$ cat config.mk
export PLATFORM = sky130hd
export DESIGN_NAME = nearest_neighbor_integer_scaler_core_flat
export DESIGN_NICKNAME = d
export VERILOG_FILES = /design/src/design/nnis_pkg.sv /design/src/design/nnis_if.sv /design/src/design/nnis_dp.sv /design/src/design/nnis_ctrl.sv /design/src/design/nearest_neighbor_integer_scaler_core.sv /design/src/flat_wrapper.sv
export SDC_FILE = /design/constraint.sdc
export NUM_CORES = 1
export LEC_CHECK = 0
export BUFFER_PORTS_ARGS = -buffer_cell sky130_fd_sc_hd__buf_4
export CORE_ASPECT_RATIO = 1.75
export CORE_UTILIZATION = 55
export CTS_BUF_LIST = sky130_fd_sc_hd__clkbuf_4
export CTS_CLUSTER_DIAMETER = 80
export DETAILED_ROUTE_END_ITERATION = 12
export HOLD_SLACK_MARGIN = 0.02
export MAX_ROUTING_LAYER = met4
export PLACE_DENSITY = 0.73
export SLEW_MARGIN = 20
export SYNTH_ARGS = -nofsm -noshare
export SYNTH_HDL_FRONTEND = slang
export SYNTH_SLANG_ARGS = --single-unit
$ cat constraint.sdc
create_clock -name clk -period 9 [get_ports clk]
set_input_delay 0.9 -clock clk [delete_from_list [all_inputs] [get_ports clk]]
set_output_delay 0.9 -clock clk [all_outputs]
set_load 0.005 [all_outputs]
$ cat src/design/nnis_pkg.sv
// Shared constants, register indexes and control/status types for the
// nearest neighbor integer scaler. No dependencies.
package nnis_pkg;

  localparam int PIX_W     = 24;
  localparam int COORD_W   = 15;
  localparam int SCALE_W   = 7;
  localparam int DIM_W     = 13;
  localparam int CFG_IDX_W = 2;
  localparam int CFG_DAT_W = 13;

  localparam int DEF_MAX_WIDTH   = 4096;
  localparam int DEF_MAX_HEIGHT  = 4096;
  localparam int DEF_MAX_ENLARGE = 8;

  localparam logic [CFG_IDX_W-1:0] CFG_SHRINK_MODE  = 2'd0;
  localparam logic [CFG_IDX_W-1:0] CFG_SCALE        = 2'd1;
  localparam logic [CFG_IDX_W-1:0] CFG_IMAGE_WIDTH  = 2'd2;
  localparam logic [CFG_IDX_W-1:0] CFG_IMAGE_HEIGHT = 2'd3;

  typedef struct packed {
    logic capture;   // take input word, restart block sequencer
    logic mul;       // register shrink bound products
    logic load_enl;  // load one replicated word, step sequencer
    logic load_shr;  // load the kept decimated word
    logic advance;   // move position counters to the next input
  } nnis_cmd_t;

  typedef struct packed {
    logic out_free;
    logic shrink;
    logic keep;
    logic enl_last;
  } nnis_sts_t;

endpackage

$ cat src/design/nnis_if.sv
// Valid/ready channels of the scaler: input pixel words and result words.
// Depends on nnis_pkg.
interface nnis_in_if import nnis_pkg::*; ();
  logic             valid;
  logic             ready;
  logic [PIX_W-1:0] pixel_bgr;

  modport source (output valid, output pixel_bgr, input ready);
  modport sink   (input valid, input pixel_bgr, output ready);
endinterface

interface nnis_out_if import nnis_pkg::*; ();
  logic               valid;
  logic               ready;
  logic [PIX_W-1:0]   out_pixel;
  logic [COORD_W-1:0] out_x;
  logic [COORD_W-1:0] out_y;
  logic               last_of_burst;
  logic               frame_done;

  modport source (output valid, output out_pixel, output out_x, output out_y,
                  output last_of_burst, output frame_done, input ready);
  modport sink   (input valid, input out_pixel, input out_x, input out_y,
                  input last_of_burst, input frame_done, output ready);
endinterface

$ cat src/design/nnis_dp.sv
// Scaler datapath: configuration registers, position counters, block
// sequencer, shrink bound products and the output word register. Uses nnis_pkg.
module nnis_dp import nnis_pkg::*; #(
  parameter int MAX_WIDTH   = DEF_MAX_WIDTH,
  parameter int MAX_HEIGHT  = DEF_MAX_HEIGHT,
  parameter int MAX_ENLARGE = DEF_MAX_ENLARGE
) (
  input  logic                 clk,
  input  logic                 rst_n,
  input  logic                 cfg_we,
  input  logic [CFG_IDX_W-1:0] cfg_index,
  input  logic [CFG_DAT_W-1:0] cfg_wdata,
  input  logic [PIX_W-1:0]     in_pixel,
  output logic                 out_valid,
  input  logic                 out_ready,
  output logic [PIX_W-1:0]     out_pixel,
  output logic [COORD_W-1:0]   out_x,
  output logic [COORD_W-1:0]   out_y,
  output logic                 out_last,
  output logic                 out_done,
  input  nnis_cmd_t            cmd,
  output nnis_sts_t            sts
);

  localparam int COL_W  = $clog2(MAX_WIDTH);
  localparam int ROW_W  = $clog2(MAX_HEIGHT);
  localparam int WE_W   = $clog2(MAX_WIDTH + 1);
  localparam int HE_W   = $clog2(MAX_HEIGHT + 1);
  localparam int SE_W   = $clog2(MAX_ENLARGE + 1);
  localparam int K_W    = $clog2(MAX_ENLARGE);
  localparam int PROD_W = COORD_W + 1 + SCALE_W;
  localparam int CMP_W  = PROD_W + 1;

  // configuration
  logic               shrink_r;
  logic [SCALE_W-1:0] scale_r;
  logic [DIM_W-1:0]   width_r;
  logic [DIM_W-1:0]   height_r;

  // position state
  logic [COL_W-1:0]   in_col_r, in_col_nxt;
  logic [ROW_W-1:0]   in_row_r, in_row_nxt;
  logic [SCALE_W-1:0] col_phase_r, col_phase_nxt;
  logic [SCALE_W-1:0] row_phase_r, row_phase_nxt;
  logic [COORD_W-1:0] ocb_r, ocb_nxt;
  logic [COORD_W-1:0] orb_r, orb_nxt;

  // per-word working registers
  logic [PIX_W-1:0]   pix_r;
  logic [K_W-1:0]     k_r, k_nxt;
  logic [K_W-1:0]     r_r, r_nxt;
  logic [PROD_W-1:0]  prod_c_r, prod_r_r;

  // output word register
  logic               out_valid_r;
  logic [PIX_W-1:0]   out_pixel_r;
  logic [COORD_W-1:0] out_x_r, out_y_r;
  logic               out_last_r, out_done_r;

  logic [SCALE_W-1:0] s_eff;
  logic [SE_W-1:0]    se;
  logic [WE_W-1:0]    w_eff;
  logic [HE_W-1:0]    h_eff;
  logic               lastcol, lastrow;
  logic               k_end, r_end;
  logic [SCALE_W:0]   col_ph_inc, row_ph_inc;
  logic [COORD_W:0]   ocb_p1, orb_p1;
  logic [CMP_W-1:0]   c_hi, r_hi, w_ext, h_ext;
  logic               fit, past;
  logic               out_free;
  logic               load;

  always_comb begin
    s_eff = (scale_r == '0) ? SCALE_W'(1) : scale_r;
    if (32'(s_eff) > 32'(MAX_ENLARGE)) begin
      se = SE_W'(MAX_ENLARGE);
    end else begin
      se = SE_W'(s_eff);
    end
    if (width_r == '0) begin
      w_eff = WE_W'(1);
    end else if (32'(width_r) > 32'(MAX_WIDTH)) begin
      w_eff = WE_W'(MAX_WIDTH);
    end else begin
      w_eff = WE_W'(width_r);
    end
    if (height_r == '0) begin
      h_eff = HE_W'(1);
    end else if (32'(height_r) > 32'(MAX_HEIGHT)) begin
      h_eff = HE_W'(MAX_HEIGHT);
    end else begin
      h_eff = HE_W'(height_r);
    end
  end

  assign lastcol = WE_W'(in_col_r) >= (w_eff - WE_W'(1));
  assign lastrow = HE_W'(in_row_r) >= (h_eff - HE_W'(1));

  // configuration writes
  always_ff @(posedge clk) begin
    if (!rst_n) begin
      shrink_r <= 1'b0;
      scale_r  <= SCALE_W'(1);
      width_r  <= DIM_W'(1);
      height_r <= DIM_W'(1);
    end else if (cfg_we) begin
      unique case (cfg_index)
        CFG_SHRINK_MODE:  shrink_r <= cfg_wdata[0];
        CFG_SCALE:        scale_r  <= cfg_wdata[SCALE_W-1:0];
        CFG_IMAGE_WIDTH:  width_r  <= cfg_wdata[DIM_W-1:0];
        CFG_IMAGE_HEIGHT: height_r <= cfg_wdata[DIM_W-1:0];
      endcase
    end
  end

  // shrink test: out base < floor(dim/s) <=> (base+1)*s <= dim,
  // last output column/row <=> (base+2)*s > dim
  assign ocb_p1 = {1'b0, ocb_r} + (COORD_W+1)'(1);
  assign orb_p1 = {1'b0, orb_r} + (COORD_W+1)'(1);
  assign c_hi   = CMP_W'(prod_c_r) + CMP_W'(s_eff);
  assign r_hi   = CMP_W'(prod_r_r) + CMP_W'(s_eff);
  assign w_ext  = CMP_W'(w_eff);
  assign h_ext  = CMP_W'(h_eff);
  assign fit    = (CMP_W'(prod_c_r) <= w_ext) && (CMP_W'(prod_r_r) <= h_ext);
  assign past   = (c_hi > w_ext) && (r_hi > h_ext);

  always_ff @(posedge clk) begin
    if (cmd.capture) begin
      pix_r <= in_pixel;
    end
    if (cmd.mul) begin
      prod_c_r <= PROD_W'(ocb_p1) * PROD_W'(s_eff);
      prod_r_r <= PROD_W'(orb_p1) * PROD_W'(s_eff);
    end
  end

  // block sequencer: column offset outer, row offset inner
  assign k_end = (SE_W'(k_r) == se - SE_W'(1));
  assign r_end = (SE_W'(r_r) == se - SE_W'(1));

  always_comb begin
    k_nxt = k_r;
    r_nxt = r_r;
    if (cmd.capture) begin
      k_nxt = '0;
      r_nxt = '0;
    end else if (cmd.load_enl) begin
      if (r_end) begin
        r_nxt = '0;
        k_nxt = k_r + K_W'(1);
      end else begin
        r_nxt = r_r + K_W'(1);
      end
    end
  end

  always_ff @(posedge clk) begin
    if (!rst_n) begin
      k_r <= '0;
      r_r <= '0;
    end else begin
      k_r <= k_nxt;
      r_r <= r_nxt;
    end
  end

  // position counters
  assign col_ph_inc = {1'b0, col_phase_r} + (SCALE_W+1)'(1);
  assign row_ph_inc = {1'b0, row_phase_r} + (SCALE_W+1)'(1);

  always_comb begin
    in_col_nxt    = in_col_r;
    in_row_nxt    = in_row_r;
    col_phase_nxt = col_phase_r;
    row_phase_nxt = row_phase_r;
    ocb_nxt       = ocb_r;
    orb_nxt       = orb_r;
    if (cmd.advance) begin
      if (lastcol) begin
        in_col_nxt    = '0;
        col_phase_nxt = '0;
        ocb_nxt       = '0;
        if (lastrow) begin
          in_row_nxt    = '0;
          row_phase_nxt = '0;
          orb_nxt       = '0;
        end else begin
          in_row_nxt = in_row_r + ROW_W'(1);
          if (!shrink_r) begin
            orb_nxt = orb_r + COORD_W'(se);
          end else if (row_ph_inc >= {1'b0, s_eff}) begin
            row_phase_nxt = '0;
            orb_nxt       = orb_r + COORD_W'(1);
          end else begin
            row_phase_nxt = row_ph_inc[SCALE_W-1:0];
          end
        end
      end else begin
        in_col_nxt = in_col_r + COL_W'(1);
        if (!shrink_r) begin
          ocb_nxt = ocb_r + COORD_W'(se);
        end else if (col_ph_inc >= {1'b0, s_eff}) begin
          col_phase_nxt = '0;
          ocb_nxt       = ocb_r + COORD_W'(1);
        end else begin
          col_phase_nxt = col_ph_inc[SCALE_W-1:0];
        end
      end
    end
  end

  always_ff @(posedge clk) begin
    if (!rst_n) begin
      in_col_r    <= '0;
      in_row_r    <= '0;
      col_phase_r <= '0;
      row_phase_r <= '0;
      ocb_r       <= '0;
      orb_r       <= '0;
    end else begin
      in_col_r    <= in_col_nxt;
      in_row_r    <= in_row_nxt;
      col_phase_r <= col_phase_nxt;
      row_phase_r <= row_phase_nxt;
      ocb_r       <= ocb_nxt;
      orb_r       <= orb_nxt;
    end
  end

  // output word register
  assign out_free = !out_valid_r || out_ready;
  assign load     = cmd.load_enl || cmd.load_shr;

  always_ff @(posedge clk) begin
    if (!rst_n) begin
      out_valid_r <= 1'b0;
    end else if (load) begin
      out_valid_r <= 1'b1;
    end else if (out_ready) begin
      out_valid_r <= 1'b0;
    end
  end

  always_ff @(posedge clk) begin
    if (cmd.load_enl) begin
      out_pixel_r <= pix_r;
      out_x_r     <= ocb_r + COORD_W'(k_r);
      out_y_r     <= orb_r + COORD_W'(r_r);
      out_last_r  <= k_end && r_end;
      out_done_r  <= k_end && r_end && lastcol && lastrow;
    end else if (cmd.load_shr) begin
      out_pixel_r <= pix_r;
      out_x_r     <= ocb_r;
      out_y_r     <= orb_r;
      out_last_r  <= 1'b1;
      out_done_r  <= past;
    end
  end

  assign out_valid = out_valid_r;
  assign out_pixel = out_pixel_r;
  assign out_x     = out_x_r;
  assign out_y     = out_y_r;
  assign out_last  = out_last_r;
  assign out_done  = out_done_r;

  assign sts.out_free = out_free;
  assign sts.shrink   = shrink_r;
  assign sts.keep     = fit && (col_phase_r == '0) && (row_phase_r == '0);
  assign sts.enl_last = k_end && r_end;

  a_load_into_free: assert property (@(posedge clk) disable iff (!rst_n)
    load |-> out_free)
    else $error("output word loaded over an untaken word");

  a_shr_phase_zero: assert property (@(posedge clk) disable iff (!rst_n)
    cmd.load_shr |-> (col_phase_r == '0) && (row_phase_r == '0))
    else $error("decimated word kept off block origin");

  a_seq_in_block: assert property (@(posedge clk) disable iff (!rst_n)
    cmd.load_enl |-> (SE_W'(k_r) < se) && (SE_W'(r_r) < se))
    else $error("block sequencer beyond scale");

  a_done_is_last: assert property (@(posedge clk) disable iff (!rst_n)
    out_valid_r && out_done_r |-> out_last_r)
    else $error("frame end flagged on a word that does not end its burst");

endmodule

$ cat src/design/nnis_ctrl.sv
// Scaler controller: sequences capture, shrink test and output loads per
// input word. Uses nnis_pkg command and status types.
module nnis_ctrl import nnis_pkg::*; (
  input  logic      clk,
  input  logic      rst_n,
  input  logic      in_valid,
  output logic      in_ready,
  input  nnis_sts_t sts,
  output nnis_cmd_t cmd
);

  localparam logic [1:0] ST_IDLE = 2'd0;
  localparam logic [1:0] ST_MUL  = 2'd1;
  localparam logic [1:0] ST_EVAL = 2'd2;
  localparam logic [1:0] ST_EMIT = 2'd3;

  logic [1:0] state_r, state_nxt;

  always_comb begin
    state_nxt = state_r;
    cmd       = '0;
    in_ready  = 1'b0;
    unique case (state_r)
      ST_IDLE: begin
        in_ready = 1'b1;
        if (in_valid) begin
          cmd.capture = 1'b1;
          state_nxt   = sts.shrink ? ST_MUL : ST_EMIT;
        end
      end
      ST_MUL: begin
        cmd.mul   = 1'b1;
        state_nxt = ST_EVAL;
      end
      ST_EVAL: begin
        // drop the word at once, or hold until the output register frees
        if (!sts.keep) begin
          cmd.advance = 1'b1;
          state_nxt   = ST_IDLE;
        end else if (sts.out_free) begin
          cmd.load_shr = 1'b1;
          cmd.advance  = 1'b1;
          state_nxt    = ST_IDLE;
        end
      end
      ST_EMIT: begin
        if (sts.out_free) begin
          cmd.load_enl = 1'b1;
          if (sts.enl_last) begin
            cmd.advance = 1'b1;
            state_nxt   = ST_IDLE;
          end
        end
      end
    endcase
  end

  always_ff @(posedge clk) begin
    if (!rst_n) begin
      state_r <= ST_IDLE;
    end else begin
      state_r <= state_nxt;
    end
  end

  a_adv_once: assert property (@(posedge clk) disable iff (!rst_n)
    cmd.advance |=> !cmd.advance)
    else $error("position advanced twice for one word");

  a_mul_then_eval: assert property (@(posedge clk) disable iff (!rst_n)
    cmd.mul |=> (state_r == ST_EVAL) && !in_ready)
    else $error("shrink test skipped after products");

  a_no_capture_busy: assert property (@(posedge clk) disable iff (!rst_n)
    cmd.capture |=> !cmd.capture)
    else $error("word captured while previous word in flight");

endmodule

$ cat src/design/nearest_neighbor_integer_scaler_core.sv
// Nearest neighbor integer scaler, top level: controller plus datapath.
// Depends on nnis_pkg, nnis_if, nnis_ctrl, nnis_dp.
//
// Pixel words arrive in row-major order. In enlarge mode each input word
// yields a scale-by-scale block of result words (scale capped at
// MAX_ENLARGE), sent column offset outer, row offset inner, one per cycle
// while the output side takes them; an input word occupies the block
// until its last result word is loaded. In shrink mode an input word
// goes through capture, bound multiply and the shrink test, and yields at
// most one result. A finished result waits in the output register while
// the next input word is taken. Configuration is written through
// cfg_we/cfg_index/cfg_wdata and must only change while no word is in
// flight; counters wrap at the end of each frame.
module nearest_neighbor_integer_scaler_core import nnis_pkg::*; #(
  parameter int MAX_WIDTH   = DEF_MAX_WIDTH,
  parameter int MAX_HEIGHT  = DEF_MAX_HEIGHT,
  parameter int MAX_ENLARGE = DEF_MAX_ENLARGE
) (
  input  logic                 clk,
  input  logic                 rst_n,
  nnis_in_if.sink              in_chan,
  nnis_out_if.source           out_chan,
  input  logic                 cfg_we,
  input  logic [CFG_IDX_W-1:0] cfg_index,
  input  logic [CFG_DAT_W-1:0] cfg_wdata
);

  nnis_cmd_t cmd;
  nnis_sts_t sts;

  nnis_ctrl u_ctrl (
    .clk      (clk),
    .rst_n    (rst_n),
    .in_valid (in_chan.valid),
    .in_ready (in_chan.ready),
    .sts      (sts),
    .cmd      (cmd)
  );

  nnis_dp #(
    .MAX_WIDTH   (MAX_WIDTH),
    .MAX_HEIGHT  (MAX_HEIGHT),
    .MAX_ENLARGE (MAX_ENLARGE)
  ) u_dp (
    .clk       (clk),
    .rst_n     (rst_n),
    .cfg_we    (cfg_we),
    .cfg_index (cfg_index),
    .cfg_wdata (cfg_wdata),
    .in_pixel  (in_chan.pixel_bgr),
    .out_valid (out_chan.valid),
    .out_ready (out_chan.ready),
    .out_pixel (out_chan.out_pixel),
    .out_x     (out_chan.out_x),
    .out_y     (out_chan.out_y),
    .out_last  (out_chan.last_of_burst),
    .out_done  (out_chan.frame_done),
    .cmd       (cmd),
    .sts       (sts)
  );

endmodule
$ cat src/flat_wrapper.sv
// flat-port wrapper written by rule: the top's interface ports become plain ports
module nearest_neighbor_integer_scaler_core_flat import nnis_pkg::*;
#(
  parameter int MAX_WIDTH   = DEF_MAX_WIDTH,
  parameter int MAX_HEIGHT  = DEF_MAX_HEIGHT,
  parameter int MAX_ENLARGE = DEF_MAX_ENLARGE
)
  (clk, rst_n, cfg_we, cfg_index, cfg_wdata, in_chan_valid, in_chan_pixel_bgr, in_chan_ready, out_chan_valid, out_chan_out_pixel, out_chan_out_x, out_chan_out_y, out_chan_last_of_burst, out_chan_frame_done, out_chan_ready);
  nnis_in_if in_chan_i ();
  nnis_out_if out_chan_i ();
  input  logic clk;
  input  logic rst_n;
  input  logic cfg_we;
  input  logic [CFG_IDX_W-1:0] cfg_index;
  input  logic [CFG_DAT_W-1:0] cfg_wdata;
  input wire logic [$bits(in_chan_i.valid)-1:0] in_chan_valid;
  input wire logic [$bits(in_chan_i.pixel_bgr)-1:0] in_chan_pixel_bgr;
  output wire logic [$bits(in_chan_i.ready)-1:0] in_chan_ready;
  output wire logic [$bits(out_chan_i.valid)-1:0] out_chan_valid;
  output wire logic [$bits(out_chan_i.out_pixel)-1:0] out_chan_out_pixel;
  output wire logic [$bits(out_chan_i.out_x)-1:0] out_chan_out_x;
  output wire logic [$bits(out_chan_i.out_y)-1:0] out_chan_out_y;
  output wire logic [$bits(out_chan_i.last_of_burst)-1:0] out_chan_last_of_burst;
  output wire logic [$bits(out_chan_i.frame_done)-1:0] out_chan_frame_done;
  input wire logic [$bits(out_chan_i.ready)-1:0] out_chan_ready;
  assign in_chan_i.valid = in_chan_valid;
  assign in_chan_i.pixel_bgr = in_chan_pixel_bgr;
  assign in_chan_ready = in_chan_i.ready;
  assign out_chan_valid = out_chan_i.valid;
  assign out_chan_out_pixel = out_chan_i.out_pixel;
  assign out_chan_out_x = out_chan_i.out_x;
  assign out_chan_out_y = out_chan_i.out_y;
  assign out_chan_last_of_burst = out_chan_i.last_of_burst;
  assign out_chan_frame_done = out_chan_i.frame_done;
  assign out_chan_i.ready = out_chan_ready;
  nearest_neighbor_integer_scaler_core #(.MAX_WIDTH(MAX_WIDTH), .MAX_HEIGHT(MAX_HEIGHT), .MAX_ENLARGE(MAX_ENLARGE)) u_core (.clk(clk), .rst_n(rst_n), .in_chan(in_chan_i), .out_chan(out_chan_i), .cfg_we(cfg_we), .cfg_index(cfg_index), .cfg_wdata(cfg_wdata));
endmodule
== After elaboration in Yosys (flattened, before gate mapping) ==
Index checks and enable logic that the tools add are counted.
Widths: inputs -> output; s select.

* Register bits after elaboration: 237
* Output and inout bits: 58

* Bitwise operators: 1
* Equality and inequality tests: 14
* Add/sub/neg operators: 19
* Order comparisons: 11
* Multipliers: 2
* Muxes and demuxes: 53
* Reduce and logical (&&, ||, !) cells: 33

{| class="wikitable"
|+ Operator list
! cell !! count
|-
| $mux 15 || 10
|-
| $mux 13 || 4
|-
| $mux 7 || 7
|-
| $add 23x7->24 || 2
|-
| $gt 24x13->1 || 2
|-
| $mux 24 || 2
|-
| $le 23x13->1 || 2
|-
| $mul 16x7->23 || 2
|-
| $add 15x1->16 const B || 2
|-
| $add 15x1->15 const B || 2
|-
| $add 15x3->15 || 2
|-
| $add 15x4->15 || 2
|-
| $ge 12x13->1 || 2
|-
| $gt 13x13->1 const B || 2
|-
| $logic_not 13->1 || 2
|-
| $sub 13x1->13 const B || 2
|-
| $add 12x1->12 const B || 2
|-
| $mux 12 || 2
|-
| $logic_not 7->1 || 3
|-
| $mux 1 || 17
|-
| $add 7x1->8 const B || 2
|-
| $ge 8x7->1 || 2
|-
| $reduce_and 2->1 || 8
|-
| $mux 2 || 7
|-
| other kinds (23) || 43
|}

== Longest topological paths before layout ==
Gate-level depths: netlist of the first run.

* Depth in word-level cells: 11
* Depth in mapped cells: 23
* Depth with buffers taken out: 23

== Cells and area by module ==
From an unflattened synthesis of the first run, not the netlist that was laid out.

* Cell total of the unflattened synthesis: 2284
* Area, all modules: 20853.8 sq um

{| class="wikitable"
|+ Modules (own cells, without submodules)
! module !! sequential area each (sq um) !! times used !! cells an instance !! area an instance (sq um)
|-
| nnis_dp || 5965.7 || 1 || 2268 || 20714.9
|-
| nnis_ctrl || 40.0 || 1 || 16 || 138.9
|}

== Worst setup path after synthesis of the first run ==
No wires, ideal clock.

* Kind: flip-flop to flip-flop
* Start: reg u_core.u_dp.width_r[4]
* End: reg u_core.u_dp.out_done_r (netlist: u_core.u_dp.out_done), enable pin
* Setup slack: 2.545 ns
* Period minus slack after synthesis: 6.455 ns
* Arrival: 5.985 ns
* Buffers on the path: 0
* Stages on the path, launching flop included: 16
* Cell sequence: dfxtp_1 or4_1 or3_1 or3_4 or2_2 o21ai_0 nand2_1 ha_1 a211o_1 o211ai_1 a21oi_1 a211oi_1 o21ai_0 o21ai_0 nand2_1 nor2_1

* Word-level cells in the longest chain between the ends: 10

{| class="wikitable"
|+ RTL lines
! item !! RTL line !! text
|-
| start: declaration || nnis_dp.sv:37 || <nowiki>logic [DIM_W-1:0] width_r;</nowiki>
|-
| start signal: assignment || nnis_dp.sv:110 || <nowiki>CFG_IMAGE_WIDTH: width_r <= cfg_wdata[DIM_W-1:0];</nowiki>
|-
| $gt 13x13->1 || nnis_dp.sv:82 || <nowiki>end else if (32'(width_r) > 32'(MAX_WIDTH)) begin</nowiki>
|-
| $mux 13 || nnis_dp.sv:82 ||
|-
| $mux 13 (*) || nnis_dp.sv:80 || <nowiki>if (width_r == '0) begin</nowiki>
|-
| $le 23x13->1 (*) || nnis_dp.sv:124 || <nowiki>assign fit = (CMP_W'(prod_c_r) <= w_ext) && (CMP_W'(prod_r_r) <= h_ext);</nowiki>
|-
| $logic_and 1x1->1 (*) || nnis_dp.sv:124 ||
|-
| $logic_and 1x1->1 (*) (2 in a row) || nnis_dp.sv:269 || <nowiki>assign sts.keep = fit && (col_phase_r == '0) && (row_phase_r == '0);</nowiki>
|-
| $mux 1 (*) || nnis_ctrl.sv:37 || <nowiki>if (!sts.keep) begin</nowiki>
|-
| $mux 1 (*) || nnis_ctrl.sv:23 || <nowiki>unique case (state_r)</nowiki>
|-
| $reduce_bool 2->1 (no line) (*) || - ||
|-
| end signal: assignment || nnis_dp.sv:250 || <nowiki>out_done_r <= k_end && r_end && lastcol && lastrow;</nowiki>
|-
| end signal: assignment || nnis_dp.sv:256 || <nowiki>out_done_r <= past;</nowiki>
|-
| end: declaration || nnis_dp.sv:58 || <nowiki>logic out_last_r, out_done_r;</nowiki>
|}

Mark *: on every way between the ends. The rest lies on a longest branch, timed or not.
A chain may end at the register's enable or synchronous reset.

== Worst setup path after layout of the first run ==
* Start: reg u_core.u_dp.ocb_r[0]
* End: reg u_core.u_dp.prod_c_r[22], data pin

* Word-level cells in the longest chain between the ends: 2

{| class="wikitable"
|+ RTL lines
! item !! RTL line !! text
|-
| start: declaration || nnis_dp.sv:45 || <nowiki>logic [COORD_W-1:0] ocb_r, ocb_nxt;</nowiki>
|-
| start signal: assignment || nnis_dp.sv:225 || <nowiki>ocb_r <= ocb_nxt;</nowiki>
|-
| $add 15x1->16 || nnis_dp.sv:118 || <nowiki>assign ocb_p1 = {1'b0, ocb_r} + (COORD_W+1)'(1);</nowiki>
|-
| $mul 16x7->23 || nnis_dp.sv:132 || <nowiki>prod_c_r <= PROD_W'(ocb_p1) * PROD_W'(s_eff);</nowiki>
|-
| end signal: assignment || nnis_dp.sv:132 ||
|-
| end: declaration || nnis_dp.sv:52 || <nowiki>logic [PROD_W-1:0] prod_c_r, prod_r_r;</nowiki>
|}

No other way between the ends.

==> metrics.yaml, run 1 <==
status:
  outcome: "complete, no violations"
logic_synthesis:
  cell_type_with_the_highest_aggregate_area_in_the_netlist: "sky130_fd_sc_hd__edfxtp_1"
  postSynth.asyncResetShare_pct: 0
  synth_fp_nets: 2716
  synth.ff_latch_count: 237
  synth.area.top_cells: "sky130_fd_sc_hd__edfxtp_1 (18%), sky130_fd_sc_hd__fa_1 (14%), sky130_fd_sc_hd__ha_1 (13%)"
  syn_area_per_cell_um2: 9.09
  ys_warn_count: 0
  post-synth-top-area-fraction_pct: 18.0
  synth_seq_area_share_pct: 28.5
  synth-edff-count: 126
  synth.cell_area_um2: 21000
  postSynthCellCount: 2315
  synthFlopType: "sky130_fd_sc_hd__edfxtp_1"
  synthDistinctLibCells: 79
finish:
  finish.utilization_pct: 60.9
  flow.area_growth_from_synthesis_pct: 8.98
  finish.net_count: 2801
  layout_filler_cell_count: 3292
  post_route_cells_drive_above_1_share_pct: 10.5
timing:
  tns_ps: 0
  setup_viol_count_final: 0
  fmax_ghz: 0.150
  worst_slew_margin_rel_pct: 27.1
  final_min_period_over_clock_period_pct: 73.9
  worst_clock_skew_ps: 32.5
  rsz_0062_raised_after_global_routing: "no"
  hold_viol: 0
  finalWorstPathRequiredPeriod_ps: 6650
  timing_worst_slew_pin_value_ps: 1090
  final.setup.worst_slack_ps: 2350
  slew_viol_final: 0
placed_design:
  globalplace.congestion: 0.975
  placement.io_buffers: 101
  post_place_setup_slack_ps: 2460
  post-dp-hpwl_um: 45200
route:
  wl_per_cell_um: 20.1
  drcViolationCount: 0
  antenna_violating_nets_left: 0
  detail_route.vias_per_cell: 6.11
  drtPass1Iterations: 7
  drt_iter0_markers: 1180
  drt-total-wl_um: 58800
  vias: 17900
cts:
  cts.root.buffer_cell: "sky130_fd_sc_hd__clkbuf_4"
  clk_pin_slew_ps: 80
  ctsLongestPathBuffers: 3
  clkSinkCount: 237
  cts_repair_resize_count: 0
  worstSkewPairLatency_ps: 750
  cts_max_level: 2
  tritoncts_clock_tree: "yes"
  holdBufCountCts: 0
  post_cts.repair.setup_buffers: 0
  cts_made_buffers: 55
grt:
  gr-usage-all-layers_pct: 31.2
  grt_first_pass_wirelength_um: 91400
  gr-total-overflow: 0
  grt_start_max_net_pins: 52
  antenna_found_initial: 1
  via_count_of_the_first_global_routing_pass: 17800
pwr:
  totalPowerFinal_w: 0.00254
  vdd_drop_max_mv: 0.0834
  power_per_cell_area_nw_per_um2: 111
  static_power_due_to_leakage_nw: 9.95
flow_run:
  cap_viol_max_count: 0
worst_setup_path:
  crit_path_max_fanout: 13
  rrSetupSlack_ps: 2350
  arrival_ps: 7120
  rr_endpoint: "u_core.u_dp.prod_c_r[22]"
  reg2reg_launch_point: "u_core.u_dp.ocb_r[0]"
  worstPathRequired_ps: 9470
  endpoint_kind: "flop"
  critPathKind: "flop to flop"
  logic_depth_of_the_worst_register_to_register_path: 19
  setup_crit_start_kind: "flop"
hold_path:
  hold_path.startpoint: "in_chan_pixel_bgr[22]"
  worst_hold_path.endpoint: "u_core.u_dp.pix_r[22]"
  hold_depth: 1
  hold_path_class: "primary input to flop"
floorplan:
  die_w_um: 150
  die_area_um2: 39100
  core_area_um2: 37600
  design.portCount: 102
  die_h_um: 261
  site_rows: 94
  initial_utilization_pct: 55.9
[final cells by class]
type	count	area (um2)	area share, %
Tap cell	480	601	2.62
Multi-Input combinational cell	1792	13900	60.8
Timing Repair Buffer	121	908	3.96
Sequential cell	237	6010	26.2
Clock buffer	77	578	2.52
Antenna cell	1	2.50	0.0109
Clock inverter	26	169	0.736
Inverter	193	724	3.16
[logic make-up after synthesis]
family / count (synthesis) / share of synthesized area (%)
AOI/OAI and AO/OA: 400 / 12.2
xor gates and xnor gates: 152 / 6.46
adders and majority gates: 357 / 26.4
buffers and inverters: 286 / 5.37
DFF: 237 / 28.5
muxes: 27 / 1.28
and+or+nand+nor: 856 / 19.8
[critical path, cell delays in order, from the launching register on]
cell and delay, ps:
sky130_fd_sc_hd__dfxtp_1 620, sky130_fd_sc_hd__ha_1 280, sky130_fd_sc_hd__nand4_1 260, sky130_fd_sc_hd__xor2_1 510, sky130_fd_sc_hd__nor2_1 110, sky130_fd_sc_hd__fa_1 550
sky130_fd_sc_hd__fa_1 450, sky130_fd_sc_hd__fa_1 570, sky130_fd_sc_hd__inv_1 60, sky130_fd_sc_hd__fa_1 530, sky130_fd_sc_hd__inv_1 40, sky130_fd_sc_hd__ha_1 320
sky130_fd_sc_hd__o21a_1 200, sky130_fd_sc_hd__o21ai_0 160, sky130_fd_sc_hd__a21o_1 120, sky130_fd_sc_hd__a21oi_1 90, sky130_fd_sc_hd__o41ai_1 750, sky130_fd_sc_hd__o21ai_0 280
sky130_fd_sc_hd__a221oi_1 380, sky130_fd_sc_hd__xnor2_1 100
[per-layer routing]
layer,vias up,track usage [%],wire (um)
li1,8227,-,-
met1,8671,34.4,21800
met2,764,52.6,29300
met3,224,3.79,3450
met4,0,21.0,4150
met5,-,-,0
[synth_stat cells, types with 6 or more instances]
master	instances
sky130_fd_sc_hd__and4_1	6
sky130_fd_sc_hd__mux2i_1	27
sky130_fd_sc_hd__o21a_1	21
sky130_fd_sc_hd__edfxtp_1	126
sky130_fd_sc_hd__xnor2_1	80
sky130_fd_sc_hd__and2_1	54
sky130_fd_sc_hd__a21oi_1	133
sky130_fd_sc_hd__inv_1	190
sky130_fd_sc_hd__a211oi_1	13
sky130_fd_sc_hd__o21bai_1	12
sky130_fd_sc_hd__or4_1	23
sky130_fd_sc_hd__nand2_1	209
sky130_fd_sc_hd__clkbuf_1	71
sky130_fd_sc_hd__or3_1	28
sky130_fd_sc_hd__o211ai_1	26
sky130_fd_sc_hd__a21o_1	29
sky130_fd_sc_hd__o21ai_1	11
sky130_fd_sc_hd__buf_2	7
sky130_fd_sc_hd__dfxtp_1	111
sky130_fd_sc_hd__nand4_1	31
sky130_fd_sc_hd__nand2b_1	26
sky130_fd_sc_hd__fa_1	144
sky130_fd_sc_hd__o31ai_1	17
sky130_fd_sc_hd__nor4_1	19
sky130_fd_sc_hd__xor2_1	70
sky130_fd_sc_hd__nor2_1	268
sky130_fd_sc_hd__ha_1	213
sky130_fd_sc_hd__buf_1	6
sky130_fd_sc_hd__nor3_1	37
sky130_fd_sc_hd__nor3b_1	8
sky130_fd_sc_hd__o21ai_0	71
sky130_fd_sc_hd__nand3_1	69
sky130_fd_sc_hd__and3_1	18
sky130_fd_sc_hd__or2_2	25
sky130_fd_sc_hd__nor2b_1	15
sky130_fd_sc_hd__a211o_1	8
[report_power, final]
group          internal (W)  switching (W)  total (W)
clock network      0.000459       0.000466   0.000925
registers           0.00118      0.0000356    0.00121
logic              0.000148       0.000260   0.000408
total               0.00178       0.000761    0.00254
[cell usage in the layout, fill, tap and decap left out, types with 28 or more instances in the layout]
master,instances
sky130_fd_sc_hd__nand2_1,209
sky130_fd_sc_hd__and2_1,54
sky130_fd_sc_hd__o21ai_0,71
sky130_fd_sc_hd__buf_4,121
sky130_fd_sc_hd__a21o_1,29
sky130_fd_sc_hd__or3_1,28
sky130_fd_sc_hd__inv_1,190
sky130_fd_sc_hd__nor3_1,37
sky130_fd_sc_hd__dfxtp_1,111
sky130_fd_sc_hd__fa_1,144
sky130_fd_sc_hd__edfxtp_1,126
sky130_fd_sc_hd__xor2_1,70
sky130_fd_sc_hd__nor2_1,266
sky130_fd_sc_hd__xnor2_1,80
sky130_fd_sc_hd__nand4_1,31
sky130_fd_sc_hd__ha_1,213
sky130_fd_sc_hd__clkbuf_4,77
sky130_fd_sc_hd__nand3_1,69
sky130_fd_sc_hd__a21oi_1,132
[stage by stage]
| stage | hold WS (ps) | cells | cell area (um2) |
|---|---|---|---|
| 6_report | 331 | 2927 | 22900 |
| 5_1_grt | 313 | 2927 | 22900 |
| 4_1_cts | 296 | 2926 | 22900 |
| 3_5_place_dp | 405 | 2823 | 22200 |
| 3_3_place_gp | 402 | 2823 | 22200 |
| 2_1_floorplan | 400 | 2315 | 21000 |
[state kept, by name, indices dropped and copies added, names as in the netlist, 2 cells and up]
| name | count |
|---|---|
| u_core.u_dp.in_col_r | 12 |
| u_core.u_dp.pix_r | 24 |
| u_core.u_dp.height_r | 13 |
| u_core.u_dp.out_x | 15 |
| u_core.u_dp.width_r | 13 |
| u_core.u_dp.col_phase_r | 7 |
| u_core.u_dp.prod_r_r | 23 |
| u_core.u_dp.ocb_r | 15 |
| u_core.u_dp.prod_c_r | 23 |
| u_core.u_dp.scale_r | 7 |
| u_core.u_dp.in_row_r | 12 |
| u_core.u_dp.k_r | 3 |
| u_core.u_dp.orb_r | 15 |
| u_core.u_dp.out_y | 15 |
| u_core.u_ctrl.state_r | 2 |
| u_core.u_dp.out_pixel | 24 |
| u_core.u_dp.row_phase_r | 7 |
| u_core.u_dp.r_r | 3 |
[how the worst max path moves through the flow]
stage / from / to / slack, ps
6_report: u_core.u_dp.ocb_r[0] / u_core.u_dp.prod_c_r[22] / 2350
2_1_floorplan: u_core.u_dp.width_r[4] / u_core.u_dp.out_done / 2540
5_1_grt: u_core.u_dp.ocb_r[0] / u_core.u_dp.prod_c_r[22] / 1920
4_1_cts: u_core.u_dp.ocb_r[0] / u_core.u_dp.prod_c_r[22] / 2420
3_3_place_gp: u_core.u_dp.ocb_r[0] / u_core.u_dp.prod_c_r[22] / 2630
3_5_place_dp: u_core.u_dp.ocb_r[0] / u_core.u_dp.prod_c_r[22] / 2460
(Power assumes the default switching activity.)
==> run 2, diff against run 1 <==
--- a/config.mk
+++ b/config.mk
@@ -5,6 +5,7 @@
 export SDC_FILE = /design/constraint.sdc
 export NUM_CORES = 1
 export LEC_CHECK = 0
+export ABC_AREA = 1
 export BUFFER_PORTS_ARGS = -buffer_cell sky130_fd_sc_hd__buf_4
 export CORE_ASPECT_RATIO = 1.75
 export CORE_UTILIZATION = 55
==> constraint.sdc (replaced) <==
create_clock -name clk -period 6.6 [get_ports clk]
set_input_delay 0.66 -clock clk [delete_from_list [all_inputs] [get_ports clk]]
set_output_delay 0.66 -clock clk [all_outputs]
set_load 0.005 [all_outputs]
==> metrics.yaml, run 2 <==
logic_synthesis:
  synth.ff_latch_count: 237  # unchanged
  post-synth-top-count-cell: "sky130_fd_sc_hd__nand2_1"  # was sky130_fd_sc_hd__nor2_1
  synth.area.top_cells: "sky130_fd_sc_hd__edfxtp_1 (17%), sky130_fd_sc_hd__fa_1 (13%), sky130_fd_sc_hd__ha_1 (12%)"  # was sky130_fd_sc_hd__edfxtp_1 (18%), sky130_fd_sc_hd__fa_1 (14%), sky130_fd_sc_hd__ha_1 (13%)
  synth.cell_area_um2: 22200  # was 21000 um2
  postSynth.asyncResetShare_pct: 0  # unchanged
  synth_fp_nets: 3274  # was 2716
  synthDistinctLibCells: 54  # was 79
  synth.cells.most_frequent: "sky130_fd_sc_hd__nand2_1 (542), sky130_fd_sc_hd__inv_1 (443), sky130_fd_sc_hd__nor2_1 (418)"  # was sky130_fd_sc_hd__nor2_1 (268), sky130_fd_sc_hd__ha_1 (213), sky130_fd_sc_hd__nand2_1 (209)
  cell_type_with_the_highest_aggregate_area_in_the_netlist: "sky130_fd_sc_hd__edfxtp_1"  # unchanged
  postSynthCellCount: 2873  # was 2315
  post-synth-top-area-fraction_pct: 17.1  # was 18.0%
  synth_seq_area_share_pct: 27.1  # was 28.5%
  synthFlopType: "sky130_fd_sc_hd__edfxtp_1"  # unchanged
  syn_area_per_cell_um2: 7.71  # was 9.09 um2
  ys_warn_count: 0  # unchanged
  synth-edff-count: 126  # unchanged
cts:
  post_cts.repair.setup_buffers: 0  # unchanged
  cts_made_buffers: 59  # was 55
  clk_pin_slew_ps: 80  # about the same
  tritoncts_clock_tree: "yes"  # unchanged
  clkSinkCount: 237  # unchanged
  cts_repair_resize_count: 0  # unchanged
  cts_max_level: 2  # unchanged
  ctsLongestPathBuffers: 3  # unchanged
  worstSkewPairLatency_ps: 780  # was 750 ps
  cts.root.buffer_cell: "sky130_fd_sc_hd__clkbuf_4"  # unchanged
  holdBufCountCts: 0  # unchanged
finish:
  layout.cells.most_common_list: "sky130_fd_sc_hd__nand2_1 (542), sky130_fd_sc_hd__inv_1 (443), sky130_fd_sc_hd__nor2_1 (417)"  # was sky130_fd_sc_hd__nor2_1 (266), sky130_fd_sc_hd__ha_1 (213), sky130_fd_sc_hd__nand2_1 (209)
  sequential_cell_area_um2: 6010  # about the same
  multi_input_area_um2: 14200  # was 13900 um2
  post_route_cells_drive_above_1_share_pct: 8.54  # was 10.5%
  flow.area_growth_from_synthesis_pct: 9.47  # was 8.98%
  layout_commonest_cell: "sky130_fd_sc_hd__nand2_1"  # was sky130_fd_sc_hd__nor2_1
  finish.net_count: 3394  # was 2801
  layout_filler_cell_count: 3695  # was 3292
pwr:
  vdd_drop_max_mv: 0.118  # was 0.0834 mV
  static_power_due_to_leakage_nw: 11.7  # was 9.95 nW
  power_per_cell_area_nw_per_um2: 157  # was 111 nW/um2
  totalPowerFinal_w: 0.00382  # was 0.00254 W
timing:
  fmax_ghz: 0.156  # was 0.150 GHz
  final.setup.worst_slack_ps: 208  # was 2350 ps
  worst_slew_margin_rel_pct: 24.2  # was 27.1%
  timing_worst_slew_pin_value_ps: 1130  # was 1090 ps
  final_min_period_over_clock_period_pct: 96.8  # was 73.9%
  worst_clock_skew_ps: 79.9  # was 32.5 ps
  finalWorstPathRequiredPeriod_ps: 6390  # was 6650 ps
  slew_viol_final: 0  # unchanged
  rsz_0062_raised_after_global_routing: "no"  # unchanged
  setup_viol_count_final: 0  # unchanged
  tns_ps: 0  # unchanged
  hold_viol: 0  # unchanged
route:
  vias: 19800  # was 17.9k
  antenna_violating_nets_left: 0  # unchanged
  drtPass1Iterations: 7  # unchanged
  detail_route.vias_per_cell: 5.58  # was 6.11
  wl_per_cell_um: 18.4  # was 20.1 um
  drcViolationCount: 0  # unchanged
  drt-total-wl_um: 65100  # was 58800 um
  drt_iter0_markers: 1080  # was 1180
worst_setup_path:
  reg2reg_launch_point: "u_core.u_dp.ocb_r[0]"  # unchanged
  setup_crit_start_kind: "flop"  # unchanged
  logic_depth_of_the_worst_register_to_register_path: 24  # was 19
  critical_path.max_stage_delay_ps: 550  # was 750 ps
  critical_path.cell_chain: "buf_4 > ha_1 > nand2_1 > inv_1 > nand3_1 > nor2_1 > inv_1 > nor4_1 > xnor2_1 > nor2_1 > fa_1 > fa_1 > fa_1 > inv_1 > fa_1 > inv_1 > ha_1 > a21oi_1 > nor2_1 > nor2_1 > nor3_1 > a2111oi_1 > o31ai_1 > xor2_1"  # was ha_1 > nand4_1 > xor2_1 > nor2_1 > fa_1 > fa_1 > fa_1 > inv_1 > fa_1 > inv_1 > ha_1 > o21a_1 > o21ai_0 > a21o_1 > a21oi_1 > o41ai_1 > o21ai_0 > a221oi_1 > xnor2_1
  cpMaxStageDelayCell: "sky130_fd_sc_hd__fa_1"  # was sky130_fd_sc_hd__o41ai_1
  rr_endpoint: "u_core.u_dp.prod_c_r[22]"  # unchanged
  critPathKind: "flop to flop"  # unchanged
  arrival_ps: 6840  # was 7120 ps
  worstPathRequired_ps: 7040  # was 9470 ps
  rrSetupSlack_ps: 210  # was 2350 ps
  crit_path_max_fanout: 10  # was 13
  endpoint_kind: "flop"  # unchanged
floorplan:
  die_w_um: 154  # was 150 um
  initial_utilization_pct: 55.5  # was 55.9%
  site_rows: 97  # was 94
  design.portCount: 102  # unchanged
  die_h_um: 268  # was 261 um
  die_area_um2: 41100  # was 39100 um2
  core_area_um2: 39900  # was 37600 um2
grt:
  via_count_of_the_first_global_routing_pass: 20100  # was 17.8k
  gr-total-overflow: 0  # unchanged
  grt_start_max_net_pins: 54  # was 52
  gr-usage-all-layers_pct: 32.6  # was 31.2%
  antenna_found_initial: 4  # was 1
  grt_first_pass_wirelength_um: 101000  # was 91400 um
hold_path:
  hold_depth: 1  # unchanged
  hold_path.startpoint: "in_chan_pixel_bgr[12]"  # was in_chan_pixel_bgr[22]
  hold_path_class: "primary input to flop"  # unchanged
  worst_hold_path.endpoint: "u_core.u_dp.pix_r[12]"  # was u_core.u_dp.pix_r[22]
placed_design:
  placement.io_buffers: 101  # unchanged
  globalplace.congestion: 0.983  # was 0.975
  post_place_setup_slack_ps: 318  # was 2460 ps
  post-dp-hpwl_um: 51700  # was 45200 um
status:
  outcome: "complete, no violations"  # unchanged
flow_run:
  cap_viol_max_count: 0  # unchanged
==> run 2: cells by family after synthesis <==
family,share of synthesized area [%]
AO/OA/AOI/OAI,7.73
XOR/XNOR,6.84
adder cells (fa/ha/maj),25.0
buffers and inverters,9.19
flip-flops,27.1
AND/OR/NAND/NOR,24.1
==> run 2: worst max path at each step <==
stage	start	endpoint	slack, ps	depth (start not counted)
3_3_place_gp	u_core.u_dp.ocb_r[0]	u_core.u_dp.prod_c_r[19]	420	28
4_1_cts	u_core.u_dp.ocb_r[0]	u_core.u_dp.prod_c_r[19]	270	28
3_5_place_dp	u_core.u_dp.ocb_r[1]	u_core.u_dp.prod_c_r[19]	320	27
5_1_grt	u_core.u_dp.ocb_r[0]	u_core.u_dp.prod_c_r[22]	30	26
2_1_floorplan	u_core.u_dp.ocb_r[0]	u_core.u_dp.prod_c_r[22]	1070	26
6_report	u_core.u_dp.ocb_r[0]	u_core.u_dp.prod_c_r[22]	210	24
==> run 2: layout make-up <==
cell class	count	area share (%)
Timing Repair Buffer	135	4.18
Inverter	450	7.00
Multi-Input combinational cell	2110	58.4
Clock inverter	44	0.995
Clock buffer	68	2.10
Antenna cell	4	0.0413
Tap cell	495	2.55
Sequential cell	237	24.8
==> run 2: per-stage QoR <==
stage          cells  hold WS, ps  instance area [um2]  utilization, %
2_1_floorplan   2873          400                22200               -
3_3_place_gp    3427          400                23500            58.8
3_5_place_dp    3427          405                23500            58.8
4_1_cts         3539         36.2                24200            60.7
5_1_grt         3543         21.5                24300            60.8
6_report        3543          108                24300            60.8
==> run 2: routing by layer <==
metal / GRT usage (%) / routed length [um] / part of all wire, %
met1: 29.6 / 22100 / 34
met5: - / 0 / 0
met2: 61.5 / 35500 / 55
met3: 4.27 / 2660 / 4.1
met4: 23.8 / 4880 / 7.5
==> run 2: worst max-delay path, delay by kind of cell, from the launching register on <==
kind	cells	cell delay, ps
AOI/OAI and AO/OA	3	720
DFF	1	340
xor gates and xnor gates	2	710
buffers and inverters	5	480
adders and majority gates	6	2680
and+or+nand+nor	8	1140
==> run 2: report_power, final <==
part	total [W]	internal, W	switching, W
Sequential	0.00169	0.00163	0.0000584
Combinational	0.000884	0.000283	0.000601
Clock	0.00125	0.000587	0.000660
==> run 3, diff against run 2 <==
--- a/config.mk
+++ b/config.mk
@@ -5,7 +5,6 @@
 export SDC_FILE = /design/constraint.sdc
 export NUM_CORES = 1
 export LEC_CHECK = 0
-export ABC_AREA = 1
 export BUFFER_PORTS_ARGS = -buffer_cell sky130_fd_sc_hd__buf_4
 export CORE_ASPECT_RATIO = 1.75
 export CORE_UTILIZATION = 55
==> metrics.yaml, run 3 (synthesized netlist as in run 1, its figures left out) <==
status:
  outcome: "complete, no violations"  # unchanged
route:
  vias: 17800  # was 19.8k
  drt_iter0_markers: 1213  # was 1080
  antenna_violating_nets_left: 0  # unchanged
  drt-total-wl_um: 60700  # was 65100 um
  drtPass1Iterations: 6  # was 7
  drcViolationCount: 0  # unchanged
  detail_route.vias_per_cell: 6.02  # was 5.58
  wl_per_cell_um: 20.5  # was 18.4 um
grt:
  gr-total-overflow: 0  # unchanged
  grt_first_pass_wirelength_um: 96000  # was 101000 um
  via_count_of_the_first_global_routing_pass: 18400  # was 20.1k
  gr-usage-all-layers_pct: 33.0  # was 32.6%
  antenna_found_initial: 2  # was 4
  grt_start_max_net_pins: 65  # was 54
cts:
  ctsLongestPathBuffers: 3  # unchanged
  cts_max_level: 2  # unchanged
  tritoncts_clock_tree: "yes"  # unchanged
  worstSkewPairLatency_ps: 780  # about the same
  holdBufCountCts: 0  # unchanged
  cts_made_buffers: 55  # was 59
  clk_pin_slew_ps: 80  # about the same
  cts.root.buffer_cell: "sky130_fd_sc_hd__clkbuf_4"  # unchanged
  clkSinkCount: 237  # unchanged
timing:
  slew_viol_final: 0  # unchanged
  tns_ps: 0  # unchanged
  timing_worst_slew_pin_value_ps: 1020  # was 1130 ps
  final_min_period_over_clock_period_pct: 94.4  # was 96.8%
  worst_clock_skew_ps: 74.4  # was 79.9 ps
  rsz_0062_raised_after_global_routing: "no"  # unchanged
  fin_worst_hold_slack_ps: 82.8  # was 108 ps
  finalWorstPathRequiredPeriod_ps: 6230  # was 6390 ps
  setup_viol_count_final: 0  # unchanged
  fmax_ghz: 0.161  # was 0.156 GHz
  worst_slew_margin_rel_pct: 32.0  # was 24.2%
  hold_viol: 0  # unchanged
  final.setup.worst_slack_ps: 371  # was 208 ps
placed_design:
  post_place_setup_slack_ps: 263  # was 318 ps
  placement.io_buffers: 101  # unchanged
  placement.cell_area_um2: 22500  # was 23500 um2
  post-dp-hpwl_um: 47500  # was 51700 um
  placed_cells_incl_taps: 2859  # was 3427
  globalplace.congestion: 0.963  # was 0.983
worst_setup_path:
  cpMaxStageDelayCell: "sky130_fd_sc_hd__fa_1"  # unchanged
  critPathKind: "flop to flop"  # unchanged
  critical_path.cell_chain: "ha_1 > nand3_1 > or2_2 > nor2_1 > xnor2_2 > nor2_1 > fa_1 > fa_1 > fa_1 > inv_1 > fa_1 > inv_1 > ha_1 > nand3_1 > nor4_1 > nor2_1 > a31oi_1 > buf_4 > a221oi_1 > buf_4 > o2111ai_1 > a21oi_1 > xnor2_1"  # was buf_4 > ha_1 > nand2_1 > inv_1 > nand3_1 > nor2_1 > inv_1 > nor4_1 > xnor2_1 > nor2_1 > fa_1 > fa_1 > fa_1 > inv_1 > fa_1 > inv_1 > ha_1 > a21oi_1 > nor2_1 > nor2_1 > nor3_1 > a2111oi_1 > o31ai_1 > xor2_1
  reg2reg_launch_point: "u_core.u_dp.orb_r[0]"  # was u_core.u_dp.ocb_r[0]
  worst_path_most_repeated_cell: "sky130_fd_sc_hd__fa_1"
  rrSetupSlack_ps: 370  # was 210 ps
  worstPathRequired_ps: 7070  # was 7040 ps
  endpoint_kind: "flop"  # unchanged
  setup_crit_start_kind: "flop"  # unchanged
  logic_depth_of_the_worst_register_to_register_path: 23  # was 24
  critical_path.max_stage_delay_ps: 580  # was 550 ps
  arrival_ps: 6700  # was 6840 ps
  crit_path_max_fanout: 7  # was 10
  rr_endpoint: "u_core.u_dp.prod_r_r[22]"  # was u_core.u_dp.prod_c_r[22]
finish:
  design_area_um2: 23200  # was 24300 um2
  layout.cells.most_common_list: "sky130_fd_sc_hd__nor2_1 (266), sky130_fd_sc_hd__ha_1 (213), sky130_fd_sc_hd__nand2_1 (209)"  # was sky130_fd_sc_hd__nand2_1 (542), sky130_fd_sc_hd__inv_1 (443), sky130_fd_sc_hd__nor2_1 (417)
  finish.net_count: 2837  # was 3394
  instances_no_fill: 2962  # was 3543
  layout_commonest_cell: "sky130_fd_sc_hd__nor2_1"  # was sky130_fd_sc_hd__nand2_1
  flow.area_growth_from_synthesis_pct: 10.5  # was 9.47%
  post_route_cells_drive_above_1_share_pct: 12.1  # was 8.54%
floorplan:
  design.portCount: 102  # unchanged
  initial_utilization_pct: 55.9  # was 55.5%
  die_area_um2: 39100  # was 41100 um2
  die_w_um: 150  # was 154 um
  die_h_um: 261  # was 268 um
  core_area_um2: 37600  # was 39900 um2
  site_rows: 94  # was 97
hold_path:
  hold_path.startpoint: "in_chan_pixel_bgr[3]"  # was in_chan_pixel_bgr[12]
  hold_depth: 1  # unchanged
  hold_path_class: "primary input to flop"  # unchanged
  worst_hold_path.endpoint: "u_core.u_dp.pix_r[3]"  # was u_core.u_dp.pix_r[12]
pwr:
  vdd_drop_max_mv: 0.0904  # was 0.118 mV
  static_power_due_to_leakage_nw: 10.1  # was 11.7 nW
  power_per_cell_area_nw_per_um2: 149  # was 157 nW/um2
flow_run:
  cap_viol_max_count: 0  # unchanged
run 3: critical path, delay by kind of cell (launching register included):
| kind | cells | cell delay, ps |
|---|---|---|
| AO/OA/AOI/OAI | 4 | 720 |
| flip-flops | 1 | 470 |
| adder cells (fa/ha/maj) | 6 | 2680 |
| AND/OR/NAND/NOR | 7 | 1330 |
| buffers and inverters | 4 | 440 |
| XOR/XNOR | 2 | 330 |
run 3: where the power goes:
group,switching (W),internal (W),total [W]
Sequential,0.0000472,0.00160,0.00165
Combinational,0.000362,0.000217,0.000578
Clock,0.000654,0.000585,0.00124
run 3: layout make-up:
| type | count | area, um2 |
|---|---|---|
| sequential | 237 | 6010 |
| antenna | 3 | 7.51 |
| multi-input combinational | 1792 | 14000 |
| clock inverter | 23 | 134 |
| inverter | 193 | 724 |
| tap | 480 | 601 |
| clock buffer | 77 | 578 |
| fill | 3215 | 14400 |
| timing repair buffer | 157 | 1200 |
run 3: metal layers:
metal,track usage [%],up-vias,part of all wire (%)
li1,-,8300,-
met1,34.1,8594,36
met2,57.6,715,51
met3,5.30,227,5.8
met4,20.9,0,6.7
met5,-,-,0
run 3: repair_timing:
| action | in CTS | in global routing |
|---|---|---|
| resized for setup | 0 | 10 |
| setup buffers | 0 | 0 |
| setup endpoints to repair | 0 | 8 |
| hold endpoints to repair | 0 | 0 |
run 3: stage by stage:
stage / util [%] / total power, W
floorplan: - / 0.00204
global placement: 59.7 / 0.00224
detailed placement: 59.7 / 0.00225
CTS: 61.6 / 0.00349
global route: 61.8 / 0.00361
finish: 61.8 / 0.00347
run 3: worst max-delay path by stage:
| stage | from | cells after the start | end |
|---|---|---|---|
| finish | u_core.u_dp.orb_r[0] | 23 | u_core.u_dp.prod_r_r[22] |
| global route | u_core.u_dp.ocb_r[0] | 20 | u_core.u_dp.prod_c_r[18] |
| CTS | u_core.u_dp.orb_r[1] | 21 | u_core.u_dp.prod_r_r[21] |
| detailed placement | u_core.u_dp.orb_r[1] | 21 | u_core.u_dp.prod_r_r[21] |
| global placement | u_core.u_dp.orb_r[1] | 21 | u_core.u_dp.prod_r_r[21] |
| floorplan | u_core.u_dp.width_r[4] | 15 | u_core.u_dp.out_done |
